$ cat config.mk
export PLATFORM = sky130hd
export DESIGN_NAME = edit_distance_with_transposition
export DESIGN_NICKNAME = d
export VERILOG_FILES = /design/src/design/edt_pkg.sv /design/src/design/edt_str_mem.sv /design/src/design/edt_row_mem.sv /design/src/design/edt_cell.sv /design/src/design/edit_distance_with_transposition.sv
export SDC_FILE = /design/constraint.sdc
export NUM_CORES = 2
export LEC_CHECK = 0
export ABC_AREA = 1
export BUFFER_PORTS_ARGS = -buffer_cell sky130_fd_sc_hd__buf_4
export CELL_PAD_IN_SITES_DETAIL_PLACEMENT = 0
export CELL_PAD_IN_SITES_GLOBAL_PLACEMENT = 2
export CORE_ASPECT_RATIO = 0.5
export CORE_MARGIN = 3
export CORE_UTILIZATION = 36
export CTS_CLUSTER_DIAMETER = 120
export DETAILED_ROUTE_END_ITERATION = 8
export PLACE_DENSITY = 0.74
export SLEW_MARGIN = 20
export SYNTH_ARGS = -nofsm -noshare
export SYNTH_HDL_FRONTEND = slang
export SYNTH_SLANG_ARGS = --single-unit
export TNS_END_PERCENT = 1
$ cat constraint.sdc
create_clock -name i_clk -period 11.05 [get_ports i_clk]
set_input_delay 1.6575 -clock i_clk [delete_from_list [all_inputs] [get_ports i_clk]]
set_output_delay 1.6575 -clock i_clk [all_outputs]
set_load 0.02 [all_outputs]
$ cat src/design/edt_pkg.sv
// Shared types and constants for the edit distance with transposition block.
`timescale 1ns / 1ps

package edt_pkg;

    localparam int MAX_LEN_DEF = 64;
    localparam int SYM_W       = 8;
    localparam int DIST_W      = 7;
    localparam int ACT_W       = 2;

    typedef enum logic [ACT_W-1:0] {
        ACT_APPEND_A = 2'd0,
        ACT_APPEND_B = 2'd1,
        ACT_COMPUTE  = 2'd2,
        ACT_NOP      = 2'd3
    } t_action;

    typedef enum logic [2:0] {
        S_IDLE,
        S_ROW,
        S_ROW_WAIT,
        S_READ,
        S_CALC,
        S_DONE
    } t_state;

    // Symbols and the crossed-match enable seen by the cell unit.
    typedef struct packed {
        logic [SYM_W-1:0] a;
        logic [SYM_W-1:0] b;
        logic [SYM_W-1:0] a_prev;
        logic [SYM_W-1:0] b_prev;
        logic             trans_en;
    } t_cell_sym;

endpackage

$ cat src/design/edt_str_mem.sv
// Symbol store for one string: one write port, one registered read port.
`timescale 1ns / 1ps

module edt_str_mem #(
    parameter int DEPTH = edt_pkg::MAX_LEN_DEF,
    parameter int AW    = $clog2(edt_pkg::MAX_LEN_DEF)
) (
    input  logic                     i_clk,
    input  logic                     i_we,
    input  logic [AW-1:0]            i_waddr,
    input  logic [edt_pkg::SYM_W-1:0] i_wdata,
    input  logic [AW-1:0]            i_raddr,
    output logic [edt_pkg::SYM_W-1:0] o_rdata
);

    logic [edt_pkg::SYM_W-1:0] r_mem [DEPTH];
    logic [edt_pkg::SYM_W-1:0] r_rdata;

    always_ff @(posedge i_clk) begin
        if (i_we) begin
            r_mem[i_waddr] <= i_wdata;
        end
        r_rdata <= r_mem[i_raddr];
    end

    assign o_rdata = r_rdata;

endmodule

$ cat src/design/edt_row_mem.sv
// Three rolling row banks of the distance matrix with rotating roles.
`timescale 1ns / 1ps

module edt_row_mem #(
    parameter int DEPTH = edt_pkg::MAX_LEN_DEF,
    parameter int AW    = $clog2(edt_pkg::MAX_LEN_DEF),
    parameter int VW    = $clog2(edt_pkg::MAX_LEN_DEF + 1)
) (
    input  logic          i_clk,
    input  logic          i_rst_n,
    input  logic          i_rotate,
    input  logic          i_we,
    input  logic [AW-1:0] i_waddr,
    input  logic [VW-1:0] i_wdata,
    input  logic [AW-1:0] i_raddr_one,
    input  logic [AW-1:0] i_raddr_two,
    output logic [VW-1:0] o_rdata_one,
    output logic [VW-1:0] o_rdata_two
);

    logic [1:0]    r_cur;
    logic [1:0]    n_cur;
    logic [1:0]    one_bank;
    logic [1:0]    two_bank;
    logic [VW-1:0] r_rd [3];

    // Current row bank advances by one each row; the others follow behind it.
    always_comb begin
        unique case (r_cur)
            2'd0:    begin one_bank = 2'd2; two_bank = 2'd1; n_cur = 2'd1; end
            2'd1:    begin one_bank = 2'd0; two_bank = 2'd2; n_cur = 2'd2; end
            default: begin one_bank = 2'd1; two_bank = 2'd0; n_cur = 2'd0; end
        endcase
    end

    always_ff @(posedge i_clk) begin
        if (!i_rst_n) begin
            r_cur <= 2'd0;
        end else if (i_rotate) begin
            r_cur <= n_cur;
        end
    end

    for (genvar b = 0; b < 3; b++) begin : g_bank
        localparam logic [1:0] BANK = 2'(b);
        logic [VW-1:0] r_mem [DEPTH];

        always_ff @(posedge i_clk) begin
            if (i_we && r_cur == BANK) begin
                r_mem[i_waddr] <= i_wdata;
            end
            r_rd[b] <= r_mem[(one_bank == BANK) ? i_raddr_one : i_raddr_two];
        end
    end

    assign o_rdata_one = r_rd[one_bank];
    assign o_rdata_two = r_rd[two_bank];

endmodule

$ cat src/design/edt_cell.sv
// Cell unit: minimum over insertion, deletion, substitution and transposition.
`timescale 1ns / 1ps

module edt_cell #(
    parameter int VW = $clog2(edt_pkg::MAX_LEN_DEF + 1)
) (
    input  logic [VW-1:0]      i_up,
    input  logic [VW-1:0]      i_left,
    input  logic [VW-1:0]      i_diag,
    input  logic [VW-1:0]      i_two,
    input  edt_pkg::t_cell_sym i_sym,
    output logic [VW-1:0]      o_cell
);

    logic [VW:0] up_c;
    logic [VW:0] left_c;
    logic [VW:0] sub_c;
    logic [VW:0] two_c;
    logic [VW:0] m0;
    logic [VW:0] m1;
    logic [VW:0] m2;
    logic        crossed;

    always_comb begin
        up_c    = {1'b0, i_up} + (VW+1)'(1);
        left_c  = {1'b0, i_left} + (VW+1)'(1);
        sub_c   = {1'b0, i_diag} + (VW+1)'(i_sym.a != i_sym.b);
        two_c   = {1'b0, i_two} + (VW+1)'(1);
        crossed = i_sym.trans_en && (i_sym.a == i_sym.b_prev) && (i_sym.a_prev == i_sym.b);
        m0      = (up_c < left_c) ? up_c : left_c;
        m1      = (sub_c < m0) ? sub_c : m0;
        m2      = (crossed && two_c < m1) ? two_c : m1;
        o_cell  = m2[VW-1:0];
    end

endmodule

$ cat src/design/edit_distance_with_transposition.sv
// Top level: string loading, cell sequencer and result register.
//
//  channel  | ports                               | handshake
//  ---------+-------------------------------------+-------------------------------
//  command  | i_action, i_symbol                  | start high while busy low
//  result   | o_distance, o_overflow              | o_valid high for one cycle
//
// Appends leave busy low. A compute transaction keeps busy high while the
// single cell unit works through the matrix: per row it first fetches the row
// symbol, then handles each cell in turn (read, then compute and write back),
// and after the last row it shows the result; with either string empty busy
// is high only in the result state.
// Reset is synchronous and clears lengths, overflow flag and sequencer.
// The receiver cannot stall; each result shows for exactly one cycle.
`timescale 1ns / 1ps

module edit_distance_with_transposition #(
    parameter int MAX_LEN = edt_pkg::MAX_LEN_DEF
) (
    input  logic                       i_clk,
    input  logic                       i_rst_n,
    input  logic                       start,
    output logic                       busy,
    input  logic [edt_pkg::ACT_W-1:0]  i_action,
    input  logic [edt_pkg::SYM_W-1:0]  i_symbol,
    output logic                       o_valid,
    output logic [edt_pkg::DIST_W-1:0] o_distance,
    output logic                       o_overflow
);

    localparam int LEN_W = $clog2(MAX_LEN + 1);
    localparam int IDX_W = $clog2(MAX_LEN);
    localparam int DW    = (LEN_W > edt_pkg::DIST_W) ? LEN_W : edt_pkg::DIST_W;
    localparam logic [LEN_W-1:0] MAX_L = LEN_W'(MAX_LEN);

    edt_pkg::t_state  r_state;
    edt_pkg::t_state  n_state;
    edt_pkg::t_action act;

    logic [LEN_W-1:0] r_len1, r_len2, r_i, r_j;
    logic             r_ovf;
    logic [LEN_W-1:0] r_dist, r_left, r_diag;
    logic [edt_pkg::SYM_W-1:0] r_a, r_a_prev, r_b_prev;

    logic accept, do_compute, empty, last_col, last_row;
    logic ld_a, ld_b, rd_row, in_calc;

    logic [edt_pkg::SYM_W-1:0] s1_rdata, s2_rdata;
    logic [LEN_W-1:0]          one_rdata, two_rdata;
    logic [LEN_W-1:0]          up_v, left_v, diag_v, two_v, cell_v;
    edt_pkg::t_cell_sym        sym;
    logic [DW-1:0]             dist_wide;

    logic [LEN_W-1:0] i_m1;
    logic [LEN_W-1:0] j_m1;
    logic [LEN_W-1:0] j_m3;

    assign act        = edt_pkg::t_action'(i_action);
    assign accept     = start && !busy;
    assign do_compute = accept && act == edt_pkg::ACT_COMPUTE;
    assign empty      = (r_len1 == '0) || (r_len2 == '0);
    assign last_col   = (r_j == r_len2);
    assign last_row   = (r_i == r_len1);

    // Next state
    always_comb begin
        n_state = r_state;
        unique case (r_state)
            edt_pkg::S_IDLE: begin
                if (do_compute) begin
                    n_state = empty ? edt_pkg::S_DONE : edt_pkg::S_ROW;
                end
            end
            edt_pkg::S_ROW:      n_state = edt_pkg::S_ROW_WAIT;
            edt_pkg::S_ROW_WAIT: n_state = edt_pkg::S_READ;
            edt_pkg::S_READ:     n_state = edt_pkg::S_CALC;
            edt_pkg::S_CALC: begin
                priority if (!last_col) begin
                    n_state = edt_pkg::S_READ;
                end else if (!last_row) begin
                    n_state = edt_pkg::S_ROW;
                end else begin
                    n_state = edt_pkg::S_DONE;
                end
            end
            edt_pkg::S_DONE:     n_state = edt_pkg::S_IDLE;
            default:             n_state = edt_pkg::S_IDLE;
        endcase
    end

    // Outputs of the sequencer
    always_comb begin
        busy    = 1'b1;
        o_valid = 1'b0;
        rd_row  = 1'b0;
        in_calc = 1'b0;
        unique case (r_state)
            edt_pkg::S_IDLE:     busy    = 1'b0;
            edt_pkg::S_ROW_WAIT: rd_row  = 1'b1;
            edt_pkg::S_CALC:     in_calc = 1'b1;
            edt_pkg::S_DONE:     o_valid = 1'b1;
            default:             busy    = 1'b1;
        endcase
    end

    assign ld_a = accept && act == edt_pkg::ACT_APPEND_A;
    assign ld_b = accept && act == edt_pkg::ACT_APPEND_B;

    always_ff @(posedge i_clk) begin
        if (!i_rst_n) begin
            r_state <= edt_pkg::S_IDLE;
            r_len1  <= '0;
            r_len2  <= '0;
            r_ovf   <= 1'b0;
            r_i     <= '0;
            r_j     <= '0;
        end else begin
            r_state <= n_state;
            if (ld_a) begin
                if (r_len1 < MAX_L) r_len1 <= r_len1 + LEN_W'(1);
                else                r_ovf  <= 1'b1;
            end
            if (ld_b) begin
                if (r_len2 < MAX_L) r_len2 <= r_len2 + LEN_W'(1);
                else                r_ovf  <= 1'b1;
            end
            if (do_compute) begin
                r_i <= LEN_W'(1);
                r_j <= LEN_W'(1);
            end
            if (in_calc) begin
                if (!last_col) begin
                    r_j <= r_j + LEN_W'(1);
                end else begin
                    r_j <= LEN_W'(1);
                    r_i <= r_i + LEN_W'(1);
                end
            end
            // Clear both strings once the result has gone out.
            if (o_valid) begin
                r_len1 <= '0;
                r_len2 <= '0;
                r_ovf  <= 1'b0;
            end
        end
    end

    // Column 0, row 0 and the row two back at row 2 come from the indexes.
    always_comb begin
        up_v   = (r_i == LEN_W'(1)) ? r_j : one_rdata;
        left_v = (r_j == LEN_W'(1)) ? r_i : r_left;
        diag_v = (r_j == LEN_W'(1)) ? (r_i - LEN_W'(1)) : r_diag;
        priority if (r_j == LEN_W'(2)) begin
            two_v = r_i - LEN_W'(2);
        end else if (r_i == LEN_W'(2)) begin
            two_v = r_j - LEN_W'(2);
        end else begin
            two_v = two_rdata;
        end
        sym.a        = r_a;
        sym.b        = s2_rdata;
        sym.a_prev   = r_a_prev;
        sym.b_prev   = r_b_prev;
        sym.trans_en = (r_i >= LEN_W'(2)) && (r_j >= LEN_W'(2));
    end

    always_ff @(posedge i_clk) begin
        if (rd_row) begin
            r_a_prev <= r_a;
            r_a      <= s1_rdata;
        end
        if (in_calc) begin
            r_left   <= cell_v;
            r_diag   <= up_v;
            r_b_prev <= s2_rdata;
            if (last_col && last_row) r_dist <= cell_v;
        end
        // One string is empty: the distance is the other one's length.
        if (do_compute && empty) begin
            r_dist <= r_len1 | r_len2;
        end
    end

    assign i_m1 = r_i - LEN_W'(1);
    assign j_m1 = r_j - LEN_W'(1);
    assign j_m3 = r_j - LEN_W'(3);

    edt_str_mem #(.DEPTH(MAX_LEN), .AW(IDX_W)) u_str_a (
        .i_clk   (i_clk),
        .i_we    (ld_a && r_len1 < MAX_L),
        .i_waddr (r_len1[IDX_W-1:0]),
        .i_wdata (i_symbol),
        .i_raddr (i_m1[IDX_W-1:0]),
        .o_rdata (s1_rdata)
    );

    edt_str_mem #(.DEPTH(MAX_LEN), .AW(IDX_W)) u_str_b (
        .i_clk   (i_clk),
        .i_we    (ld_b && r_len2 < MAX_L),
        .i_waddr (r_len2[IDX_W-1:0]),
        .i_wdata (i_symbol),
        .i_raddr (j_m1[IDX_W-1:0]),
        .o_rdata (s2_rdata)
    );

    edt_row_mem #(.DEPTH(MAX_LEN), .AW(IDX_W), .VW(LEN_W)) u_rows (
        .i_clk       (i_clk),
        .i_rst_n     (i_rst_n),
        .i_rotate    (in_calc && last_col),
        .i_we        (in_calc),
        .i_waddr     (j_m1[IDX_W-1:0]),
        .i_wdata     (cell_v),
        .i_raddr_one (j_m1[IDX_W-1:0]),
        .i_raddr_two (j_m3[IDX_W-1:0]),
        .o_rdata_one (one_rdata),
        .o_rdata_two (two_rdata)
    );

    edt_cell #(.VW(LEN_W)) u_cell (
        .i_up   (up_v),
        .i_left (left_v),
        .i_diag (diag_v),
        .i_two  (two_v),
        .i_sym  (sym),
        .o_cell (cell_v)
    );

    assign dist_wide  = DW'(r_dist);
    assign o_distance = dist_wide[edt_pkg::DIST_W-1:0];
    assign o_overflow = r_ovf;

endmodule

### Word-level counts from Yosys, hierarchy flattened

Memories as Yosys holds them, arrays and structs flattened. A register that Yosys moved wholly into a read port is not among the register bits.
Cells that the tools add are included.

* bitwise operators: 2
* muxes and demuxes: 45
* order comparisons: 7
* reduce and logical (&&, ||, !) cells: 30
* equal/unequal tests: 21
* $add $sub $neg: 13

Operator list (count)
* $mux 7: 15
* $add 7x1->7 const B: 4
* $add 7x1->8 const B: 3
* $lt 8x8->1: 3
* $mux 1: 18
* $mux 6: 3
* $eq 8x8->1: 2
* $logic_and 1x1->1: 16
* $mux 8: 2
* $pmux 3 s5: 1
* $eq 7x1->1 const B: 2
* $eq 7x2->1 const B: 2
* $eq 7x7->1: 2
* $ge 7x2->1 const B: 2
* $logic_not 7->1: 2
* $lt 7x7->1 const B: 2
* $sub 7x2->7 const B: 2
* $mux 3: 4
* $add 7x1->8: 1
* $ne 8x8->1: 1
* $pmux 2 s2: 2
* $or 7x7->7: 1
* $sub 7x1->7 const B: 1
* $eq 2x1->1 const B: 3
* 14 further kinds: 24

* RAM bits: 2389
* logic and storage cells: 137
* input port bits: 13
* output and inout port bits: 10
* memories kept: 6
* register bits after elaboration: 79

Memories
* u_str_a.r_mem: depth 64, bits a word 8, read ports 1, clocked after memory_dff 1, write ports 1, RTL line edt_str_mem.sv:16 `logic [edt_pkg::SYM_W-1:0] r_mem [DEPTH];`
* u_str_b.r_mem: depth 64, bits a word 8, read ports 1, clocked after memory_dff 1, write ports 1, RTL line edt_str_mem.sv:16
* u_rows.g_bank[0].r_mem: depth 64, bits a word 7, read ports 1, clocked after memory_dff 0, write ports 1, RTL line edt_row_mem.sv:46 `logic [VW-1:0] r_mem [DEPTH];`
* u_rows.g_bank[1].r_mem: depth 64, bits a word 7, read ports 1, clocked after memory_dff 0, write ports 1, RTL line edt_row_mem.sv:46
* u_rows.g_bank[2].r_mem: depth 64, bits a word 7, read ports 1, clocked after memory_dff 0, write ports 1, RTL line edt_row_mem.sv:46
* u_rows.r_rd: depth 3, bits a word 7, read ports 2, clocked after memory_dff 0, write ports 3, RTL line edt_row_mem.sv:25 `logic [VW-1:0] r_rd [3];`

### Longest topological paths before layout

An unclocked memory read counts as a cell.

* word-level depth: 15
* gate-level depth with buffers: 42

### Modules after synthesis

From an unflattened synthesis, not the netlist that was laid out.

* cells, all modules: 10041
* area, all modules: 107763.4 um^2

By module, submodules not included
* edt_row_mem: area each 59117.9 um^2, times used 1, seq. area each 40819.1 um^2, cells each 5629
* edt_str_mem: area each 21339.2 um^2, times used 2, seq. area each 15534.9 um^2, cells each 1805
* edit_distance_with_transposition: area each 4362.9 um^2, times used 1, seq. area each 1991.9 um^2, cells each 528
* edt_cell: area each 1604.0 um^2, times used 1, seq. area each 0.0 um^2, cells each 274

### Least setup slack after synthesis

OpenSTA, ideal clock, no wires.

* path type: register -> register
* from: register r_j[1]
* to: register r_left[6] (data pin)
* slack: 2.139 ns
* required time: 10.345 ns
* cell stages (with the launch flop): 37
* data arrival time: 8.206 ns
* clock period less this slack: 8.911 ns
* buffers on the path: 3
* cell sequence: dfxtp_1 > inv_1 > ha_1 > inv_1 > nor2_2 > nand2_2 > clkbuf_1 > nand2_1 > o21ai_0 > ha_1 > nand3_1 > nand3b_1 > xor2_1 > ha_1 > nand2_1 > nor2_1 > a211oi_1 > nand2_2 > clkbuf_1 > o21ai_0 > ha_1 > nand2_1 > nor2_1 > a211oi_1 > nand2_2 > buf_2 > nand2_1 > o21ai_0 > ha_1 > nand2_1 > inv_1 > nand3_1 > o2111ai_1 > nor4_4 > nand2_4 > nand2_2 > and2_1

* cells in the longest elaborated chain, start to end: 10
* elaborated cells on any way between the ends: 23
* classes of those cells: add/sub: 5; order compare: 4; eq/ne: 2; mux: 8; reduce/logical: 4

Ends and longest elaborated chain
* start: declaration: RTL line edit_distance_with_transposition.sv:40 `logic [LEN_W-1:0] r_len1, r_len2, r_i, r_j;`
* start signal: assignment: RTL line edit_distance_with_transposition.sv:133 `r_j <= r_j + LEN_W'(1);`
* $eq 7x1->1: RTL line edit_distance_with_transposition.sv:151, edit_distance_with_transposition.sv:152
* $mux 7: RTL line edit_distance_with_transposition.sv:151 `left_v = (r_j == LEN_W'(1)) ? r_i : r_left;`
* $add 7x1->8: RTL line edt_cell.sv:26 `left_c = {1'b0, i_left} + (VW+1)'(1);`
* $lt 8x8->1: RTL line edt_cell.sv:30 `m0 = (up_c < left_c) ? up_c : left_c;`
* $mux 8: RTL line edt_cell.sv:30
* $lt 8x8->1: RTL line edt_cell.sv:31 `m1 = (sub_c < m0) ? sub_c : m0;`
* $mux 8: RTL line edt_cell.sv:31
* $lt 8x8->1: RTL line edt_cell.sv:32 `m2 = (crossed && two_c < m1) ? two_c : m1;`
* $logic_and 1x1->1: RTL line edt_cell.sv:32
* $mux 7 *: RTL line edt_cell.sv:32
* named net cell_v[6]: RTL line edit_distance_with_transposition.sv:50 `logic [LEN_W-1:0] up_v, left_v, diag_v, two_v, cell_v;`
* end signal: assignment: RTL line edit_distance_with_transposition.sv:173 `r_left <= cell_v;`
* end: declaration: RTL line edit_distance_with_transposition.sv:42 `logic [LEN_W-1:0] r_dist, r_left, r_diag;`

The timed path passes the listed nets; every way through them passes the cells marked *.
A chain may end at the register's enable or synchronous reset.

### Worst setup path after layout

* from: register u_rows.r_cur[1]
* to: memory u_rows.g_bank[1].r_mem[63][0] (netlist bit) (data pin)

* cells in the longest elaborated chain, start to end: 12
* elaborated cells on any way between the ends: 17
* classes of those cells: add/sub: 2; order compare: 3; eq/ne: 1; mux: 8; reduce/logical: 2; memory: 1

Ends and longest elaborated chain
* start: declaration: RTL line edt_row_mem.sv:21 `logic [1:0] r_cur;`
* start signal: assignment: RTL line edt_row_mem.sv:40 `r_cur <= n_cur;`
* $eq 2x1->1 or $logic_not 2->1 (tied branches): RTL line edt_row_mem.sv:29 `unique case (r_cur)`
* $pmux 2 s2 *: RTL line edt_row_mem.sv:29
* $mem_v2 3x7 *
* $mux 7 *: RTL line edit_distance_with_transposition.sv:150 `up_v = (r_i == LEN_W'(1)) ? r_j : one_rdata;`
* named net u_cell.i_up[3]: RTL line edt_cell.sv:7 `input logic [VW-1:0] i_up,`
* $add 7x1->8 *: RTL line edt_cell.sv:25 `up_c = {1'b0, i_up} + (VW+1)'(1);`
* $lt 8x8->1: RTL line edt_cell.sv:30
* $mux 8 *: RTL line edt_cell.sv:30
* $lt 8x8->1: RTL line edt_cell.sv:31
* $mux 8 *: RTL line edt_cell.sv:31
* $lt 8x8->1: RTL line edt_cell.sv:32
* $logic_and 1x1->1: RTL line edt_cell.sv:32
* $mux 7 *: RTL line edt_cell.sv:32
* named net cell_v[0]: RTL line edit_distance_with_transposition.sv:50
* end: declaration: RTL line edt_row_mem.sv:46

Marked as above.

==> results.ini <==
[worst_setup_path]
cp_slowest_stage_delay_ps = 730
crit_required_ps = 11600
critPathLaunchType = register
cp_slowest_cell = nor2_2
crit_fanout = 77
criticalPathCategory = register to register
startpoint = u_rows.r_cur[1]
critPathCaptureType = register
r2r-start = u_rows.r_cur[1]
crit_arrival_ps = 9640

[yosys]
ys_seq_area_frac = 0.7345
synth_area_leaders = edfxtp_1 (72%), nand2_1 (6.5%), nor2_1 (3.4%), o21ai_0 (2.9%), nand3_1 (2.2%)
yosysTopAreaCellShare = 0.7203
synth_ff_type = edfxtp_1
yosysTopAreaCell = edfxtp_1
synth.avg_cell_area_um2 = 12.65
synth_edf_count = 2413
synthMostInstantiatedCell = edfxtp_1
syn-instance-count = 7954
yosys_warnings = 0
ys_seq_elements = 2484
synth_cell_types = 57
synth-async-reset-ratio = 0
synth_top_cells_by_count = edfxtp_1 (2413), nand2_1 (1738), nor2_1 (905)
netlist_area_um2 = 100600
syn-num-nets = 8012

[final_layout]
fillerInstances = 25860
fin_nets = 7908
area_growth_pct = 11.42
post-route-util = 0.4056
final_area_um2 = 112100
drive_gt1_frac = 0.08105

[routing]
drt_iter0_markers = 6669
ant_nets = 0
wire_per_inst_um = 25.18
via_count = 63450
via_per_inst = 5.393
finalWirelength_um = 296300
drc = 0
firstDrtPassIters = 8

[sta]
relSlewSlack = 0.2143
slew_viol_final = 0
worst_pin_slew_ps = 1174
fin_skew_ps = 87.11
finalCritPeriodShare = 0.8227
clock.fmax_mhz = 110.0
hold_viol = 0
final.min_clock_period_ps = 9090
worst_hold_slack_ps = 429.9
finalSetupViolCount = 0
rsz0062_at_grt = no
fin_tns_setup_ps = 0

[placement]
post_dp_cell_area_um2 = 104900
hpwl_um = 176600
io_buffers = 22
gp_congestion = 0.8374

[global_route]
grt_pass1_wl_um = 430500
grt_usage = 0.2008
antenna_found_initial = 7
grt_overflow = 0
grt_pass1_vias = 59810
grt_max_degree = 190

[floorplan]
initial_core_util = 0.3640
die_area_um2 = 286200
die_w_um = 753.6
core_area_um2 = 276300
row_count = 136
ioPinCount = 23
fp.dieH_um = 379.8

[cts]
cts_setup_buffers = 0
root_buffer = clkbuf_16
cts_sinks = 2484
clk_pin_slew_worst_paths_ps = 60
cts_tree = yes
cts-buffers-inserted = 231
cts_buffer_depth = 4
post_cts_resized = 0
htreeDepth = 4
worstSkewPairLatency_ps = 920
holdBufCountCts = 0

[hold_path]
min_path_type = register to register
hp-start = u_str_a.o_rdata[2]

[flow_run]
drv_cap = 0

[outcome]
status = complete, no violations

==> stage by stage <==
| stage | std cells | worst slack (ps) |
|---|---|---|
| global placement | 11340 | 2090 |
| global route | 11760 | 1136 |
| finish | 11770 | 1960 |
| floorplan | 7954 | 2139 |
| detailed placement | 11340 | 2080 |
| CTS | 11760 | 1947 |
==> cell usage in the layout (no fill, tap or decap), drive strengths merged, types with 144 or more instances in the layout <==
cell    count
edfxtp   2413
nand2    1759
nor2      913
o21ai     596
nand3     450
clkbuf    295
o211ai    192
o221ai    176
buf       152
inv       144
==> sequential cells by signal (all words and copies together), names as in the netlist, 8 cells and up <==
signal	flops
u_str_a.o_rdata	8
r_a_prev	8
r_a	8
u_str_b.r_mem	512
u_str_a.r_mem	512
u_str_b.o_rdata	8
u_rows.r_rd	21
u_rows.g_bank.r_mem	1344
r_b_prev	8
==> area by class of cell <==
cell class / instances / area [um2] / share of cell area
diodes: 7 / 17.52 / 0.0001563
clock buffers: 295 / 6145 / 0.05483
clock inverters: 120 / 904.6 / 0.008072
inverters: 154 / 604.3 / 0.005392
multi-input cells: 4827 / 24520 / 0.2188
flip-flops and latches: 2484 / 73890 / 0.6593
well taps: 3726 / 4662 / 0.04160
repair buffers: 152 / 1331 / 0.01188
==> per-layer routing <==
metal / vias up / global-route usage / wire length [um]
li1: 28930 / - / -
met5: - / 0 / 7
met1: 32030 / 0.3012 / 137000
met2: 2092 / 0.3063 / 132600
met3: 395 / 0.02826 / 19270
met4: 2 / 0.05126 / 7412
==> worst max-delay path, delay by kind of cell (launching register included) <==
family	cells	cell delay, ps
compound gates	9	2260
xor+xnor	1	160
fa+ha+maj	3	900
buf+inv	5	1390
flops	1	550
simple gates	13	3320
==> final timing paths <==
check / to / slack, ps / cells after the start
max: u_rows.g_bank[1].r_mem[63][0] / 1960 / 31
min: r_a[2] / 430 / 0
max reg2reg: u_rows.g_bank[1].r_mem[63][0] / 1960 / 31
min reg2reg: r_a[2] / 430 / 0
==> logic make-up (layout without fill, tap and decap cells) <==
family / count (synthesis) / after routing / synth area share
AND/OR/NAND/NOR: 3218 / 3218 / 0.1291
flip-flops: 2484 / 2484 / 0.7345
AO/OA/AOI/OAI: 1426 / 1426 / 0.09208
buffers and inverters: 643 / 721 / 0.02460
multiplexers: 84 / 84 / 0.009403
XOR/XNOR: 54 / 54 / 0.004702
adder cells (fa/ha/maj): 45 / 45 / 0.005597
other: 0 / 7 / 0
Power is left out: the tool's default activity adds up to more than one toggle a clock period on the data nets, which glitch-free logic cannot reach.
